### src/hdl/ppid_pkg.sv
// Package for the positional PID controller.
// Holds the data widths, register indexes and the saturation helpers.
// No dependencies.
package ppid_pkg;

    localparam int DATA_W = 32;
    localparam int FRAC_W = 16;
    localparam int TOL_W = DATA_W - 1;
    localparam int PROD_W = 2 * DATA_W;
    localparam int QUOT_W = DATA_W + FRAC_W;
    localparam int IDX_W = 4;

    typedef logic signed [DATA_W-1:0] sdata_t;
    typedef logic [DATA_W-1:0] udata_t;

    typedef enum logic [IDX_W-1:0] {
        REG_GAIN_P    = 4'd0,
        REG_GAIN_I    = 4'd1,
        REG_GAIN_D    = 4'd2,
        REG_TOLERANCE = 4'd3,
        REG_DRIVE_MIN = 4'd4,
        REG_DRIVE_MAX = 4'd5,
        REG_ACCUM_MIN = 4'd6,
        REG_ACCUM_MAX = 4'd7
    } reg_index_t;

    // Saturates a magnitude to the signed range and applies the sign.
    function automatic sdata_t sat_mag(input logic neg, input logic [PROD_W-1:0] m);
        logic [PROD_W-1:0] lim;
        udata_t r;
        lim = neg ? (PROD_W'(1) << (DATA_W - 1)) : ((PROD_W'(1) << (DATA_W - 1)) - PROD_W'(1));
        r = (m > lim) ? lim[DATA_W-1:0] : m[DATA_W-1:0];
        return neg ? sdata_t'(-r) : sdata_t'(r);
    endfunction

    function automatic udata_t mag(input sdata_t x);
        return x[DATA_W-1] ? udata_t'(-x) : udata_t'(x);
    endfunction

    function automatic sdata_t clamp(input sdata_t v, input sdata_t lo, input sdata_t hi);
        if (v < lo) begin
            return lo;
        end else if (v > hi) begin
            return hi;
        end
        return v;
    endfunction

endpackage

### src/hdl/ppid_serial_mul.sv
// Bit-serial fixed-point multiplier, one multiplier bit per cycle.
// Produces the saturated signed product shifted by the fraction width.
// Depends on ppid_pkg.
module ppid_serial_mul (
    input  logic             aclk,
    input  logic             aresetn,
    input  logic             start,
    input  logic             neg,
    input  ppid_pkg::udata_t a,
    input  ppid_pkg::udata_t b,
    output logic             done,
    output ppid_pkg::sdata_t result
);
    import ppid_pkg::*;

    localparam int CNT_W = $clog2(DATA_W);

    udata_t            a_reg, a_next;
    logic [PROD_W-1:0] p_reg, p_next;
    logic              neg_reg, neg_next;
    logic [CNT_W-1:0]  cnt_reg, cnt_next;
    logic              busy_reg, busy_next;
    logic              done_reg, done_next;
    logic [DATA_W:0]   partial;

    always_comb begin
        a_next = a_reg;
        p_next = p_reg;
        neg_next = neg_reg;
        cnt_next = cnt_reg;
        busy_next = busy_reg;
        done_next = 1'b0;
        partial = {1'b0, p_reg[PROD_W-1:DATA_W]} + (p_reg[0] ? {1'b0, a_reg} : '0);
        if (start) begin
            a_next = a;
            p_next = {{DATA_W{1'b0}}, b};
            neg_next = neg;
            cnt_next = '0;
            busy_next = 1'b1;
        end else if (busy_reg) begin
            p_next = {partial, p_reg[DATA_W-1:1]};
            cnt_next = cnt_reg + CNT_W'(1);
            if (cnt_reg == CNT_W'(DATA_W - 1)) begin
                busy_next = 1'b0;
                done_next = 1'b1;
            end
        end
    end

    always_ff @(posedge aclk) begin
        a_reg <= a_next;
        p_reg <= p_next;
        neg_reg <= neg_next;
        cnt_reg <= cnt_next;
        if (!aresetn) begin
            busy_reg <= 1'b0;
            done_reg <= 1'b0;
        end else begin
            busy_reg <= busy_next;
            done_reg <= done_next;
        end
    end

    assign done = done_reg;
    assign result = sat_mag(neg_reg, p_reg >> FRAC_W);

endmodule

### src/hdl/ppid_serial_div.sv
// Restoring bit-serial divider, one quotient bit per cycle.
// Forms (n << FRAC_W) / d on magnitudes and saturates the signed result.
// Depends on ppid_pkg.
module ppid_serial_div (
    input  logic             aclk,
    input  logic             aresetn,
    input  logic             start,
    input  logic             neg,
    input  ppid_pkg::udata_t n,
    input  ppid_pkg::udata_t d,
    output logic             done,
    output ppid_pkg::sdata_t result
);
    import ppid_pkg::*;

    localparam int CNT_W = $clog2(QUOT_W);

    udata_t            d_reg, d_next;
    udata_t            rem_reg, rem_next;
    logic [QUOT_W-1:0] q_reg, q_next;
    logic              neg_reg, neg_next;
    logic [CNT_W-1:0]  cnt_reg, cnt_next;
    logic              busy_reg, busy_next;
    logic              done_reg, done_next;
    logic [DATA_W:0]   trial;
    logic              ge;

    always_comb begin
        d_next = d_reg;
        rem_next = rem_reg;
        q_next = q_reg;
        neg_next = neg_reg;
        cnt_next = cnt_reg;
        busy_next = busy_reg;
        done_next = 1'b0;
        trial = {rem_reg, q_reg[QUOT_W-1]};
        ge = trial >= {1'b0, d_reg};
        if (start) begin
            d_next = d;
            rem_next = '0;
            q_next = {n, {FRAC_W{1'b0}}};
            neg_next = neg;
            cnt_next = '0;
            busy_next = 1'b1;
        end else if (busy_reg) begin
            rem_next = ge ? DATA_W'(trial - {1'b0, d_reg}) : trial[DATA_W-1:0];
            q_next = {q_reg[QUOT_W-2:0], ge};
            cnt_next = cnt_reg + CNT_W'(1);
            if (cnt_reg == CNT_W'(QUOT_W - 1)) begin
                busy_next = 1'b0;
                done_next = 1'b1;
            end
        end
    end

    always_ff @(posedge aclk) begin
        d_reg <= d_next;
        rem_reg <= rem_next;
        q_reg <= q_next;
        neg_reg <= neg_next;
        cnt_reg <= cnt_next;
        if (!aresetn) begin
            busy_reg <= 1'b0;
            done_reg <= 1'b0;
        end else begin
            busy_reg <= busy_next;
            done_reg <= done_next;
        end
    end

    assign done = done_reg;
    assign result = sat_mag(neg_reg, {{(PROD_W - QUOT_W){1'b0}}, q_reg});

endmodule

### src/hdl/positional_pid_controller.sv
// Positional PID controller with integral clamp, Q16.16 fixed point.
// Input channel s_*: target, measured value and step time, one item each.
// Result channel m_*: drive, reached flag, integral and error of that item.
// The block works on one item at a time. Two bit-serial multipliers and a
// bit-serial divider run side by side (the division sets the end of the first
// phase), then the two multipliers run again for the integral and derivative
// terms; the start, accumulate and output states sequence the phases. The next
// item is taken once the result is loaded into the output register, so a stalled
// receiver holds one finished result while the block already works on the next
// item; that item then waits for the output register to free up. Reset clears
// the integral and previous error, sets gains and tolerance to zero and the
// clamps to minus and plus one.
// The configuration port writes one register per cycle when cfg_we is high;
// unknown indexes are ignored. Write it only while the block is idle.
// Depends on ppid_pkg, ppid_serial_mul and ppid_serial_div.
module positional_pid_controller (
    input  logic                      aclk,
    input  logic                      aresetn,
    input  logic                      cfg_we,
    input  logic [ppid_pkg::IDX_W-1:0] cfg_index,
    input  ppid_pkg::udata_t          cfg_data,
    input  logic                      s_valid,
    output logic                      s_ready,
    input  ppid_pkg::sdata_t          s_target,
    input  ppid_pkg::sdata_t          s_measured_value,
    input  ppid_pkg::udata_t          s_step_time,
    output logic                      m_valid,
    input  logic                      m_ready,
    output ppid_pkg::sdata_t          m_drive,
    output logic                      m_reached,
    output ppid_pkg::sdata_t          m_accum_now,
    output ppid_pkg::sdata_t          m_error_now
);
    import ppid_pkg::*;

    typedef enum logic [6:0] {
        ST_IDLE   = 7'b0000001,
        ST_START1 = 7'b0000010,
        ST_PH1    = 7'b0000100,
        ST_ACC    = 7'b0001000,
        ST_START2 = 7'b0010000,
        ST_PH2    = 7'b0100000,
        ST_OUT    = 7'b1000000
    } state_t;

    state_t state_reg, state_next;

    sdata_t gain_p_reg, gain_i_reg, gain_d_reg;
    logic [TOL_W-1:0] tol_reg;
    sdata_t drive_min_reg, drive_max_reg, accum_min_reg, accum_max_reg;
    sdata_t last_err_reg, accum_reg;

    sdata_t err_reg, err_next;
    udata_t dt_reg, dt_next;
    sdata_t acc_reg, acc_next;
    sdata_t der_reg, der_next;
    sdata_t pterm_reg, pterm_next;
    sdata_t drive_reg, drive_next;
    logic   m_valid_reg, m_valid_next;
    sdata_t m_drive_reg, m_acc_reg, m_err_reg;
    logic   m_reached_reg;

    logic             mul_start, div_start;
    logic             mul0_neg, mul1_neg;
    udata_t           mul0_a, mul0_b, mul1_a, mul1_b;
    logic             mul0_done, mul1_done, div_done;
    sdata_t           mul0_res, mul1_res, div_res;
    logic [DATA_W:0]  in_diff, der_diff, acc_sum;
    logic [DATA_W+1:0] drive_sum;
    sdata_t           err_sat, acc_sat, drive_sat;
    logic             out_free;

    ppid_serial_mul u_mul0 (
        .aclk(aclk), .aresetn(aresetn), .start(mul_start), .neg(mul0_neg),
        .a(mul0_a), .b(mul0_b), .done(mul0_done), .result(mul0_res)
    );

    ppid_serial_mul u_mul1 (
        .aclk(aclk), .aresetn(aresetn), .start(mul_start), .neg(mul1_neg),
        .a(mul1_a), .b(mul1_b), .done(mul1_done), .result(mul1_res)
    );

    ppid_serial_div u_div (
        .aclk(aclk), .aresetn(aresetn), .start(div_start), .neg(der_diff[DATA_W]),
        .n(der_diff[DATA_W] ? DATA_W'(-der_diff) : der_diff[DATA_W-1:0]),
        .d(dt_reg), .done(div_done), .result(div_res)
    );

    assign in_diff = {s_target[DATA_W-1], s_target}
                   - {s_measured_value[DATA_W-1], s_measured_value};
    assign der_diff = {err_reg[DATA_W-1], err_reg} - {last_err_reg[DATA_W-1], last_err_reg};
    assign acc_sum = {accum_reg[DATA_W-1], accum_reg} + {mul0_res[DATA_W-1], mul0_res};
    assign drive_sum = {{2{pterm_reg[DATA_W-1]}}, pterm_reg}
                     + {{2{mul0_res[DATA_W-1]}}, mul0_res}
                     + {{2{mul1_res[DATA_W-1]}}, mul1_res};

    always_comb begin
        if (in_diff[DATA_W] != in_diff[DATA_W-1]) begin
            err_sat = in_diff[DATA_W] ? sdata_t'(PROD_W'(1) << (DATA_W - 1))
                                      : sdata_t'((PROD_W'(1) << (DATA_W - 1)) - PROD_W'(1));
        end else begin
            err_sat = in_diff[DATA_W-1:0];
        end
        if (acc_sum[DATA_W] != acc_sum[DATA_W-1]) begin
            acc_sat = acc_sum[DATA_W] ? sdata_t'(PROD_W'(1) << (DATA_W - 1))
                                      : sdata_t'((PROD_W'(1) << (DATA_W - 1)) - PROD_W'(1));
        end else begin
            acc_sat = acc_sum[DATA_W-1:0];
        end
        if (drive_sum[DATA_W+1:DATA_W-1] != {3{drive_sum[DATA_W+1]}}) begin
            drive_sat = drive_sum[DATA_W+1] ? sdata_t'(PROD_W'(1) << (DATA_W - 1))
                                            : sdata_t'((PROD_W'(1) << (DATA_W - 1)) - PROD_W'(1));
        end else begin
            drive_sat = drive_sum[DATA_W-1:0];
        end
    end

    always_comb begin
        mul_start = (state_reg == ST_START1) || (state_reg == ST_START2);
        div_start = (state_reg == ST_START1);
        if (state_reg == ST_START1) begin
            mul0_a = mag(err_reg);
            mul0_b = dt_reg;
            mul0_neg = err_reg[DATA_W-1];
            mul1_a = mag(gain_p_reg);
            mul1_b = mag(err_reg);
            mul1_neg = gain_p_reg[DATA_W-1] ^ err_reg[DATA_W-1];
        end else begin
            mul0_a = mag(gain_i_reg);
            mul0_b = mag(acc_reg);
            mul0_neg = gain_i_reg[DATA_W-1] ^ acc_reg[DATA_W-1];
            mul1_a = mag(gain_d_reg);
            mul1_b = mag(der_reg);
            mul1_neg = gain_d_reg[DATA_W-1] ^ der_reg[DATA_W-1];
        end
    end

    assign out_free = !m_valid_reg || m_ready;
    assign s_ready = (state_reg == ST_IDLE);

    always_comb begin
        state_next = state_reg;
        err_next = err_reg;
        dt_next = dt_reg;
        acc_next = acc_reg;
        der_next = der_reg;
        pterm_next = pterm_reg;
        drive_next = drive_reg;
        m_valid_next = m_valid_reg && !m_ready;
        unique case (state_reg)
            ST_IDLE: begin
                if (s_valid) begin
                    err_next = err_sat;
                    dt_next = s_step_time;
                    state_next = ST_START1;
                end
            end
            ST_START1: begin
                state_next = ST_PH1;
            end
            ST_PH1: begin
                if (div_done) begin
                    state_next = ST_ACC;
                end
            end
            ST_ACC: begin
                acc_next = clamp(acc_sat, accum_min_reg, accum_max_reg);
                der_next = (dt_reg != '0) ? div_res : '0;
                pterm_next = mul1_res;
                state_next = ST_START2;
            end
            ST_START2: begin
                state_next = ST_PH2;
            end
            ST_PH2: begin
                if (mul1_done) begin
                    drive_next = clamp(drive_sat, drive_min_reg, drive_max_reg);
                    state_next = ST_OUT;
                end
            end
            ST_OUT: begin
                if (out_free) begin
                    m_valid_next = 1'b1;
                    state_next = ST_IDLE;
                end
            end
            default: begin
                state_next = ST_IDLE;
            end
        endcase
    end

    always_ff @(posedge aclk) begin
        err_reg <= err_next;
        dt_reg <= dt_next;
        acc_reg <= acc_next;
        der_reg <= der_next;
        pterm_reg <= pterm_next;
        drive_reg <= drive_next;
        if (state_reg == ST_OUT && out_free) begin
            m_drive_reg <= drive_reg;
            m_acc_reg <= acc_reg;
            m_err_reg <= err_reg;
            m_reached_reg <= mag(err_reg) < {1'b0, tol_reg};
        end
        if (!aresetn) begin
            state_reg <= ST_IDLE;
            m_valid_reg <= 1'b0;
            gain_p_reg <= '0;
            gain_i_reg <= '0;
            gain_d_reg <= '0;
            tol_reg <= '0;
            drive_min_reg <= sdata_t'(-(PROD_W'(1) << FRAC_W));
            drive_max_reg <= sdata_t'(PROD_W'(1) << FRAC_W);
            accum_min_reg <= sdata_t'(-(PROD_W'(1) << FRAC_W));
            accum_max_reg <= sdata_t'(PROD_W'(1) << FRAC_W);
            last_err_reg <= '0;
            accum_reg <= '0;
        end else begin
            state_reg <= state_next;
            m_valid_reg <= m_valid_next;
            if (state_reg == ST_OUT && out_free) begin
                last_err_reg <= err_reg;
                accum_reg <= acc_reg;
            end
            if (cfg_we) begin
                unique case (cfg_index)
                    REG_GAIN_P:    gain_p_reg <= cfg_data;
                    REG_GAIN_I:    gain_i_reg <= cfg_data;
                    REG_GAIN_D:    gain_d_reg <= cfg_data;
                    REG_TOLERANCE: tol_reg <= cfg_data[TOL_W-1:0];
                    REG_DRIVE_MIN: drive_min_reg <= cfg_data;
                    REG_DRIVE_MAX: drive_max_reg <= cfg_data;
                    REG_ACCUM_MIN: accum_min_reg <= cfg_data;
                    REG_ACCUM_MAX: accum_max_reg <= cfg_data;
                    default: begin
                    end
                endcase
            end
        end
    end

    assign m_valid = m_valid_reg;
    assign m_drive = m_drive_reg;
    assign m_reached = m_reached_reg;
    assign m_accum_now = m_acc_reg;
    assign m_error_now = m_err_reg;

    a_div_done_phase: assert property (@(posedge aclk) disable iff (!aresetn)
        div_done |-> (state_reg == ST_PH1))
        else $error("divider finished outside the first phase");

    a_mul_done_phase: assert property (@(posedge aclk) disable iff (!aresetn)
        (mul0_done || mul1_done) |-> (state_reg == ST_PH1 || state_reg == ST_PH2))
        else $error("multiplier finished outside a compute phase");

    a_one_item: assert property (@(posedge aclk) disable iff (!aresetn)
        (s_valid && s_ready) |=> !s_ready)
        else $error("second item taken while one is in work");

    a_acc_clamped: assert property (@(posedge aclk) disable iff (!aresetn)
        (state_reg == ST_OUT && accum_min_reg <= accum_max_reg) |->
        (acc_reg >= accum_min_reg && acc_reg <= accum_max_reg))
        else $error("integral outside its limits");

endmodule
### config.mk
export PLATFORM = sky130hd
export DESIGN_NAME = positional_pid_controller
export DESIGN_NICKNAME = d
export VERILOG_FILES = /design/src/hdl/ppid_pkg.sv /design/src/hdl/ppid_serial_mul.sv /design/src/hdl/ppid_serial_div.sv /design/src/hdl/positional_pid_controller.sv
export SDC_FILE = /design/constraint.sdc
export NUM_CORES = 2
export LEC_CHECK = 0
export BUFFER_PORTS_ARGS = -buffer_cell sky130_fd_sc_hd__buf_2
export CORE_MARGIN = 8
export CORE_UTILIZATION = 58
export CTS_CLUSTER_SIZE = 30
export DETAILED_ROUTE_END_ITERATION = 6
export GPL_TIMING_DRIVEN = 0
export PLACE_DENSITY = 0.86
export SLEW_MARGIN = 20
export SYNTH_ARGS = -nofsm -noshare
export SYNTH_HDL_FRONTEND = slang
export SYNTH_HIERARCHICAL = 1
export SYNTH_SLANG_ARGS = --single-unit
### constraint.sdc
create_clock -name aclk -period 11.1 [get_ports aclk]
set_input_delay 0.555 -clock aclk [delete_from_list [all_inputs] [get_ports aclk]]
set_output_delay 0.555 -clock aclk [all_outputs]
set_load 0.05 [all_outputs]
# --- Yosys cells after proc, flatten, opt, wreduce, memory -nomap -nowiden ---
# Index checks and enable logic that the tools add are counted.
totals:
  mem_count: 0
  ff_bits: 944
  mem_bits_rw: 0
  latch_bits: 0
  mem_bits_ro: 0
  word_cells: 195
op_classes:
  muxes: 68
  n_eq_ne: 24
  multipliers: 0
  shift: 0
  n_reduce_logical: 24
  n_bitwise: 6
  magnitude_cmp: 9
  n_div: 0
  addsub: 21
ops:
  columns: ["op", "n"]
  rows:
  - ["$mux W32", 39]
  - ["$neg A32 Y32", 10]
  - ["$add A32 B32 Y33", 4]
  - ["$gt A48 B32 Y1", 2]
  - ["$mux W48", 2]
  - ["$sub A32 B32 Y33", 2]
  - ["$gt A32 B32 Y1", 2]
  - ["$gt A48 B64 Y1", 1]
  - ["$lt A32 B32 Y1", 2]
  - ["$pmux W7 S7", 1]
  - ["$add A33 B32 Y34", 1]
  - ["$ge A33 B32 Y1", 1]
  - ["$lt A32 B31 Y1", 1]
  - ["$reduce_bool A32 Y1", 1]
  - ["$sub A32 B32 Y32", 1]
  - ["$mux W7", 4]
  - ["$mux W1", 22]
  - ["$reduce_and A2 Y1", 10]
  - ["$eq A4 B3 Y1 const B", 4]
  - ["$add A5 B1 Y5 const B", 2]
  - ["$eq A5 B5 Y1 const B", 2]
  - ["$eq A4 B2 Y1 const B", 2]
  - ["$eq A7 B1 Y1 const B", 1]
  - ["$eq A7 B2 Y1 const B", 1]
  - ["21 further kinds", 34]

# --- Longest topological paths before layout ---
logic_depth:
  ltp_word: 15
  mapped_depth: 49
  mapped_depth_nobuf: 43

# --- Hierarchy ---
# The synthesis kept the hierarchy.
by_module_without_submodules:
  columns: ["mod", "seq_area_each_um2", "instances", "cells_each", "area_each_um2"]
  rows:
  - ["positional_pid_controller", 15224.6, 1, 4766, 41546.1]
  - ["ppid_serial_div", 3072.9, 1, 887, 8077.7]
  - ["ppid_serial_mul (u_mul0)", 2732.6, 1, 745, 7285.7]
  - ["ppid_serial_mul (u_mul1)", 2732.6, 1, 753, 7165.6]

# --- Least setup slack after synthesis ---
# No wires, ideal clock.
synth_path:
  path_kind: "reg-to-reg"
  start: "register u_mul1.neg_reg"
  end: "register drive_reg[2], data pin"
  required_time_ps: 10838
  setup_ps: 262
  slack_ps: 68
  stages_incl_launch_ff: 44
  t_arrival_ps: 10770
  path_buffers: 6
  period_less_slack_ps: 11032
  cell_sequence: "edfxtp_1 inv_1 clkbuf_1 ha_1 nand4_1 or3_1 nor3_1 nand2_1 o2bb2ai_1 clkbuf_1 nand2_1 o21ai_0 inv_1 ha_1 clkbuf_1 nand2_1 a21oi_1 a311oi_1 [... 8 more ...] clkbuf_1 nor2_1 a22oi_1 clkbuf_1 o21ai_0 ha_1 nand4_1 nor2_1 nand3_1 nor3_1 nand3_1 or3_1 a2111oi_0 a211oi_2 mux2i_1 nor3_2 buf_4 mux2_1"
synth_between:
  elab_chain_len: 14
  elab_cells_between_ends: 17
  classes_between: "add/sub (2); order compare (3); eq/ne (1); mux (11)"
synth_lines:
  columns: ["item", "line", "rtl"]
  rows:
  - ["from (decl)", "ppid_serial_mul.sv:20", "logic neg_reg, neg_next;"]
  - ["from (signal assigned)", "ppid_serial_mul.sv:53", "neg_reg <= neg_next;"]
  - ["$mux W32", "ppid_pkg.sv:31", "lim = neg ? (PROD_W'(1) << (DATA_W - 1)) : ((PROD_W'(1) << (DATA_W - 1)) - PROD_W'(1));"]
  - ["$gt A48 B32 Y1", "ppid_pkg.sv:32", "r = (m > lim) ? lim[DATA_W-1:0] : m[DATA_W-1:0];"]
  - ["$mux W32", "ppid_pkg.sv:32", null]
  - ["$neg A32 Y32", "ppid_pkg.sv:33", "return neg ? sdata_t'(-r) : sdata_t'(r);"]
  - ["$mux W32 *", "ppid_pkg.sv:33", null]
  - ["via mul1_res[0]", "positional_pid_controller.sv:67", "sdata_t mul0_res, mul1_res, div_res;"]
  - ["$add A33 B32 Y34 *", "positional_pid_controller.sv:95", "+ {{2{mul1_res[DATA_W-1]}}, mul1_res};"]
  - ["$ne A2 B2 Y1 or $mux W32 (tied branches)", "positional_pid_controller.sv:110, positional_pid_controller.sv:111", null]
  - ["$mux W32 *", "positional_pid_controller.sv:110", "if (drive_sum[DATA_W+1:DATA_W-1] != {3{drive_sum[DATA_W+1]}}) begin"]
  - ["$gt A32 B32 Y1", "ppid_pkg.sv:43", "end else if (v > hi) begin"]
  - ["$mux W1", "ppid_pkg.sv:43", null]
  - ["$mux W1", "ppid_pkg.sv:41", "if (v < lo) begin"]
  - ["$mux W1", "positional_pid_controller.sv:176", "if (mul1_done) begin"]
  - ["$mux W1", "positional_pid_controller.sv:150", "unique case (state_reg)"]
  - ["$mux W32 *", "ppid_pkg.sv:46", "return v;"]
  - ["to (signal assigned)", "positional_pid_controller.sv:199", "drive_reg <= drive_next;"]
  - ["to (decl)", "positional_pid_controller.sv:58", "sdata_t drive_reg, drive_next;"]
# The timed path passes the listed nets; every way through them passes the cells marked *. The select of a mux whose other input is x is not followed.
# A chain may end at the register's enable or synchronous reset.

# --- Worst setup path after layout ---
layout_path:
  start: "register u_mul0.neg_reg"
  end: "register drive_reg[2], data pin"
layout_between:
  elab_chain_len: 15
  elab_cells_between_ends: 18
  classes_between: "add/sub (3); order compare (3); eq/ne (1); mux (11)"
layout_lines:
  columns: ["item", "line", "rtl"]
  rows:
  - ["from (decl)", "ppid_serial_mul.sv:20", null]
  - ["from (signal assigned)", "ppid_serial_mul.sv:53", null]
  - ["$mux W32", "ppid_pkg.sv:31", null]
  - ["$gt A48 B32 Y1", "ppid_pkg.sv:32", null]
  - ["$mux W32", "ppid_pkg.sv:32", null]
  - ["$neg A32 Y32", "ppid_pkg.sv:33", null]
  - ["$mux W32 *", "ppid_pkg.sv:33", null]
  - ["via mul0_res[0]", "positional_pid_controller.sv:67", null]
  - ["$add A32 B32 Y33 *", "positional_pid_controller.sv:94", "+ {{2{mul0_res[DATA_W-1]}}, mul0_res}"]
  - ["$add A33 B32 Y34 *", "positional_pid_controller.sv:95", null]
  - ["$ne A2 B2 Y1 or $mux W32 (tied branches)", "positional_pid_controller.sv:110, positional_pid_controller.sv:111", null]
  - ["$mux W32 *", "positional_pid_controller.sv:110", null]
  - ["$gt A32 B32 Y1", "ppid_pkg.sv:43", null]
  - ["$mux W1", "ppid_pkg.sv:43", null]
  - ["$mux W1", "ppid_pkg.sv:41", null]
  - ["$mux W1", "positional_pid_controller.sv:176", null]
  - ["$mux W1", "positional_pid_controller.sv:150", null]
  - ["$mux W32 *", "ppid_pkg.sv:46", null]
# Marked as above.

==> impl_metrics.ini <==
[timing]
hold_viol = 0
finalSetupViolations = 0
worst_pin_slew_ps = 1200
hold_slack_ps = 42.2
relSlewSlack_pct = 19.2
finalClockSkew_ps = 28.4
setup_tns_ps = 0
final.min_clock_period_ps = 10840
post-route-period-util_pct = 97.6
fin_ws_ps = 263
fmax_mhz = 92.3
drv_slew = 0

[pwr]
p_leak_nw = 27.6
totalPowerFinal_mw = 16.7
power_per_cell_area_nw_per_um2 = 234
vdd_drop_max_mv = 0.220

[clocking]
cts_tree = done
cts_buffer_depth = 3
clkTransAtPathRegs_ps = 60
cts_made_buffers = 102
htree_levels = 3
worstSkewPairLatency_ps = 710
numClockSinks = 944
cts_root_buffer = clkbuf_16
ctsHoldBuffers = 0

[worst_setup_path]
critPathLaunchType = register
end_kind = register
cpMostUsedCell = buf_4
r2r_cells = 42
cp_data_arrival_time_ps = 11280
rr_endpoint = drive_reg[2]
cp_slowest_cell = o21ai_0
worstSetupPathType = register to register
r2r_setup_slack_ps = 260
worstPathRequired_ps = 11540
critical_path.max_fanout = 11
cpPeakStageDelay_ps = 590
r2r_start = u_mul0/neg_reg

[routing]
num_vias = 58200
drt-vias-per-instance = 6.41
wl_per_cell_um = 23.2
routed_wl_um = 211000
drc = 0
drtIter0Drc = 6712
firstDrtPassIters = 6
ant_nets = 0

[finish]
design_area_um2 = 71600
fin_cells = 9090
layout_commonest_cell = nand2_1
syn2layout_area_growth_pct = 11.8
drive_above_1_share_pct = 9.92
utilization_pct = 65.1
nets = 8175
layout_common_cells = nand2_1, ha_1, edfxtp_1

[grt]
busiest_layer = met2
grt_pass1_wl_um = 319000
grt_pass1_vias = 55300
grt_start_max_net_pins = 65
grt_antenna_before_repair = 8
grt-ovfl-total = 0
use_met2_pct = 52.3
met1_usage_pct = 41.3
grt_usage_pct = 33.2
use_met3_pct = 7.84

[worst_hold_path]
min_from = s_step_time[25]
hp-class = input pin to register
min_to = dt_reg[25]
holdPathStages = 1

[job]
maxCapViolCount = 0

[placement]
portBuffers = 204
placed_cell_area_um2 = 67200
place.gp.congestion = 1.02
dp.cells = 8854
hpwl_um = 159000
dp_worst_setup_slack_ps = -3500

[outcome]
status = completed

[floorplanning]
die_height_um = 348
start_util_pct = 58.2
die_area_um2 = 121000
die_x_um = 348
rows = 122
ios = 236
coreArea_um2 = 110000

[yosys]
yosysWarningCount = 6
synth_area_um2 = 64000
postSynthAreaPerCell_um2 = 8.96
synthesis.nets = 7816
synthCells = 7149
[worst max-delay path by stage]
stage	start	to	slack, ps	depth (start not counted)
CTS	u_mul1/neg_reg	drive_reg[2]	10	42
floorplan	u_mul1/neg_reg	drive_reg[2]	70	43
global route	u_mul0/neg_reg	drive_reg[2]	-110	43
global placement	u_mul1/neg_reg	drive_reg[2]	-3290	43
detailed placement	u_mul1/neg_reg	drive_reg[2]	-3500	43
finish	u_mul0/neg_reg	drive_reg[2]	260	42
[power by group]
part / leakage [nW] / total, mW / internal, mW / switching, mW
logic: 17.8 / 8.55 / 3.41 / 5.15
clock network: 1.70 / 3.57 / 2.06 / 1.51
registers: 8.14 / 4.59 / 4.14 / 0.454
total: 27.6 / 16.7 / 9.61 / 7.11
[final cells by class]
type / count / area (um2)
inverter: 389 / 1470
clock inverter: 49 / 591
clock buffer: 141 / 2890
tap: 1488 / 1860
sequential: 944 / 23700
buffer: 342 / 1500
multi-input combinational: 5468 / 38000
antenna: 8 / 20.0
fill: 8823 / 38500
timing repair buffer: 261 / 1580
[what timing repair did]
action	4_1_cts	5_1_grt
buffers inserted	21	22
setup endpoints to repair	64	64
cloned	0	0
pin swaps	15	17
gates resized for setup	87	88
[layer usage]
layer,wire length (um),part of all wire (%)
met1,80200,38
met5,28,0.013
met3,22800,11
met2,93100,44
met4,15100,7.1
[worst max-delay path, delay by kind of cell (launching register included)]
| family | cells | cell delay, ps |
|---|---|---|
| multiplexers | 3 | 850 |
| buffers and inverters | 9 | 1740 |
| AO/OA/AOI/OAI | 14 | 3720 |
| AND/OR/NAND/NOR | 10 | 1800 |
| adder cells (fa/ha/maj) | 5 | 1870 |
| XOR/XNOR | 1 | 120 |
| flip-flops | 1 | 440 |
Power figures use the tool's default switching activity.
